===== src/rtl/scar_pkg.sv =====
// Shared types and constants for the stereo comb/allpass reverb.
// Used by the multiplier, the RAM sizing and the top level; no dependencies.
`default_nettype none
package scar_pkg;

  localparam int COMB_LINE_DEPTH    = 2048;
  localparam int ALLPASS_LINE_DEPTH = 1024;
  localparam int COMB_COUNT         = 8;
  localparam int ALLPASS_COUNT      = 4;

  localparam int CPOS_W     = $clog2(COMB_LINE_DEPTH);
  localparam int APOS_W     = $clog2(ALLPASS_LINE_DEPTH);
  localparam int COMB_IDX_W = 3;
  localparam int AP_IDX_W   = 2;
  localparam int C_ADDR_W   = 1 + COMB_IDX_W + CPOS_W;
  localparam int A_ADDR_W   = 1 + AP_IDX_W + APOS_W;
  localparam int C_DEPTH    = 2 ** C_ADDR_W;
  localparam int A_DEPTH    = 2 ** A_ADDR_W;

  localparam int SAMPLE_W = 32;
  localparam int GAIN_W   = 29;
  localparam int COEF_W   = 30;
  localparam int PROD_W   = 34;
  localparam int SPREAD_W = 9;
  localparam int FRAC_W   = 28;

  localparam logic [CPOS_W-1:0] COMB_BASE [8] = '{
    CPOS_W'(1116), CPOS_W'(1188), CPOS_W'(1277), CPOS_W'(1356),
    CPOS_W'(1422), CPOS_W'(1491), CPOS_W'(1557), CPOS_W'(1617)
  };
  localparam logic [APOS_W-1:0] AP_BASE [4] = '{
    APOS_W'(556), APOS_W'(441), APOS_W'(341), APOS_W'(225)
  };

  localparam logic [2:0] REG_BLEND  = 3'd0;
  localparam logic [2:0] REG_WIDTH  = 3'd1;
  localparam logic [2:0] REG_DAMP   = 3'd2;
  localparam logic [2:0] REG_FB     = 3'd3;
  localparam logic [2:0] REG_AP_FB  = 3'd4;
  localparam logic [2:0] REG_SPREAD = 3'd5;

  typedef struct packed {
    logic                       en;
    logic signed [SAMPLE_W-1:0] a;
    logic signed [COEF_W-1:0]   b;
  } mul_req_t;

endpackage
`default_nettype wire


===== src/rtl/scar_mul.sv =====
// Shared Q28 multiplier: registered floor(a*b / 2^28), held when not enabled.
// Depends on scar_pkg for the request type and widths.
`default_nettype none
module scar_mul (
  input  wire logic                                clk,
  input  wire scar_pkg::mul_req_t                  req,
  output logic signed [scar_pkg::PROD_W-1:0]       p
);

  logic signed [scar_pkg::SAMPLE_W+scar_pkg::COEF_W-1:0] prod;

  assign prod = req.a * req.b;

  // Taking the upper bits of the two's complement product is a floor shift.
  always_ff @(posedge clk) begin
    if (req.en) begin
      p <= prod[scar_pkg::SAMPLE_W+scar_pkg::COEF_W-1:scar_pkg::FRAC_W];
    end
  end

endmodule
`default_nettype wire


===== config.mk =====
export PLATFORM = sky130hd
export DESIGN_NAME = scar_mul
export DESIGN_NICKNAME = d
export VERILOG_FILES = /design/src/rtl/scar_pkg.sv /design/src/rtl/scar_mul.sv
export SDC_FILE = /design/constraint.sdc
export NUM_CORES = 2
export LEC_CHECK = 0
export BUFFER_PORTS_ARGS = -buffer_cell sky130_fd_sc_hd__clkbuf_2
export CAP_MARGIN = 5
export CORE_ASPECT_RATIO = 1.5
export CORE_MARGIN = 4
export CORE_UTILIZATION = 50
export CTS_CLUSTER_SIZE = 28
export DETAILED_ROUTE_END_ITERATION = 12
export GPL_TIMING_DRIVEN = 0
export PLACE_DENSITY = 0.66
export SYNTH_ARGS = -nofsm -noshare
export SYNTH_HDL_FRONTEND = slang
export SYNTH_SLANG_ARGS = --single-unit

===== constraint.sdc =====
create_clock -name clk -period 15.75 [get_ports clk]
set_input_delay 2.3625 -clock clk [delete_from_list [all_inputs] [get_ports clk]]
set_output_delay 2.3625 -clock clk [all_outputs]
set_load 0.05 [all_outputs]

==> impl_metrics.ini <==
[timing]
fmax_mhz = 86.4
report.final.slew_viol_count = 0
fin_tns_setup_ns = 0
worst_pin_slew_ns = 1.43
final.min_clock_period_ns = 11.57
holdWs_ns = 2.95
finalHoldViolCount = 0
relSlewSlack_pct = 4.82
final-setup-viol-count = 0
rsz0062_at_grt = no
timing.final.ws_setup_ns = 4.18
finalCritPeriodShare_pct = 73.5

[placement]
port_buffers = 68
place_congestion = 1.08
dp_slack_ns = 3.68
placed_cells = 4584
hpwl_um = 103000

[synthesis]
ys_top_cells_by_area = fa_1, inv_1, and2_1, ha_1, nand2_1
syn_inst = 3623
synth-seq-cells = 34
syn_avg_cell_area_sq_um = 9.47
synthDistinctLibCells = 50
ys_seq_area_share_pct = 2.98
syn_nets = 4874
synth_enable_flop_cells = 34
async_flop_share_pct = 0
synth_top_cell_by_area = fa_1
yosysTopAreaCellShare_pct = 59.1
synth_area_sq_mm = 0.0343
synthFlopType = edfxtp_1
synth_warnings = 0

[cts]
cts_max_level = 2
cts_buffers = 5
cts.reportedPaths.clkPinSlew_ns = 0.08
cts_tree = done
cts.sinks = 34
hold_buffers = 0
cts_resized = 0
clk_path_buf_depth = 2
cts.root.buffer_cell = clkbuf_16
postCtsSetupBuffers = 0

[setup_path]
critPathMaxStageDelay_ns = 1.04
crit_path_end_kind = flop
worstSetupStartpointType = input pin
critical_path_class = in -> reg
required_ns = 15.84
cp.arrival_ns = 11.66
slowest_stage = clkbuf_1
worst-path-max-fanout = 11
cpMostUsedCell = fa_1

[layout]
final_common_cell = inv_1
drive_gt1_share_pct = 2.51
mostFrequentLayoutCells = inv_1, fa_1, nand2_1, and2_1, clkbuf_1
seq_area_sq_mm = 0.00102
num-fill-cells = 6484
top_register = p
reg_top3 = p x34
fin_cells = 4605
finalNetCount = 4952
multi_input_area_sq_mm = 0.0287
area_growth_pct = 5.06
largest_reg_flops = 34

[detailed_routing]
via_per_inst = 5.55
finalWirelength_um = 126000
ant_nets = 0
num_vias = 25500
drtPass1Iterations = 5
routedWlPerCell_um = 27.3
drc = 0
drt_iter0_markers = 1827

[min_path]
hold_path_class = in -> reg

[die]
start_util_pct = 50.5
rows = 117
num_io_pins = 98
core_area_sq_mm = 0.0679
die_w_um = 222
die_h_um = 329
die-area_sq_mm = 0.0729

[global_routing]
grt_usage_pct = 35.6
grt.overflow.total = 0
grt_pass1_wl_um = 184000
grt_start_max_net_pins = 35
grt_antenna_before_repair = 12
grt_pass1_vias = 28700

[flow_run]
drv_cap = 0

[status]
status = finished, final reports clean
## cells by family (layout without fill, tap and decap cells)
logic type / count (synthesis) / in the layout / synth area share, %
buf+inv: 1219 / 1298 / 13.4
other cells: 0 / 11 / 0
flops: 34 / 34 / 2.98
fa+ha+maj: 1187 / 1187 / 65.5
simple gates: 1032 / 1032 / 14.8
compound gates: 102 / 102 / 2.06
xor+xnor: 49 / 49 / 1.25
## metrics by stage
step	area, sq um	utilization (%)
global placement	35800	52.6
global route	36000	53.0
floorplan	34300	-
finish	36000	53.0
CTS	36000	53.0
detailed placement	35800	52.7
## per-layer routing
layer / share of wire [%] / routed length (um) / vias up / track usage [%]
met5: 0.037 / 46 / - / 0
met3: 8.2 / 10300 / 646 / 6.56
met4: 12 / 15200 / 6 / 32.2
li1: - / - / 10200 / -
met1: 31 / 39200 / 13200 / 38.1
met2: 48 / 60700 / 1408 / 59.8
## critical path: cells and delay by family
kind            cells  cell delay [ns]
fa+ha+maj           9             4.84
compound gates      4             0.91
buf+inv             8             2.39
simple gates        5             1.12
## final cells by class
type | instances | share of cell area [%]
multi-input combinational | 2370 | 79.6
inverter | 1029 | 10.7
tap | 892 | 3.10
sequential | 34 | 2.83
buffer | 190 | 2.04
timing repair buffer | 71 | 1.10
clock buffer | 5 | 0.347
clock inverter | 3 | 0.191
antenna | 11 | 0.0764
## cells in the mapped netlist, types with 12 or more instances
master and instances:
xor2_1 15, clkbuf_1 186, fa_1 1013, nand2_1 508, nor2_1 40, inv_1 1028, xnor2_1 34, ha_1 174
nand3_1 12, edfxtp_1 34, a21oi_1 33, o21ai_0 15, and2_1 439
## worst paths after layout
kind    start  endpoint  slack [ns]  depth (start not counted)
min   req[62]     p[13]        2.95                          1
max    req[5]     p[30]        4.18                         26
Power is not shown: default switching activity piles up to over one toggle a cycle in this logic, so the estimate is an artifact.
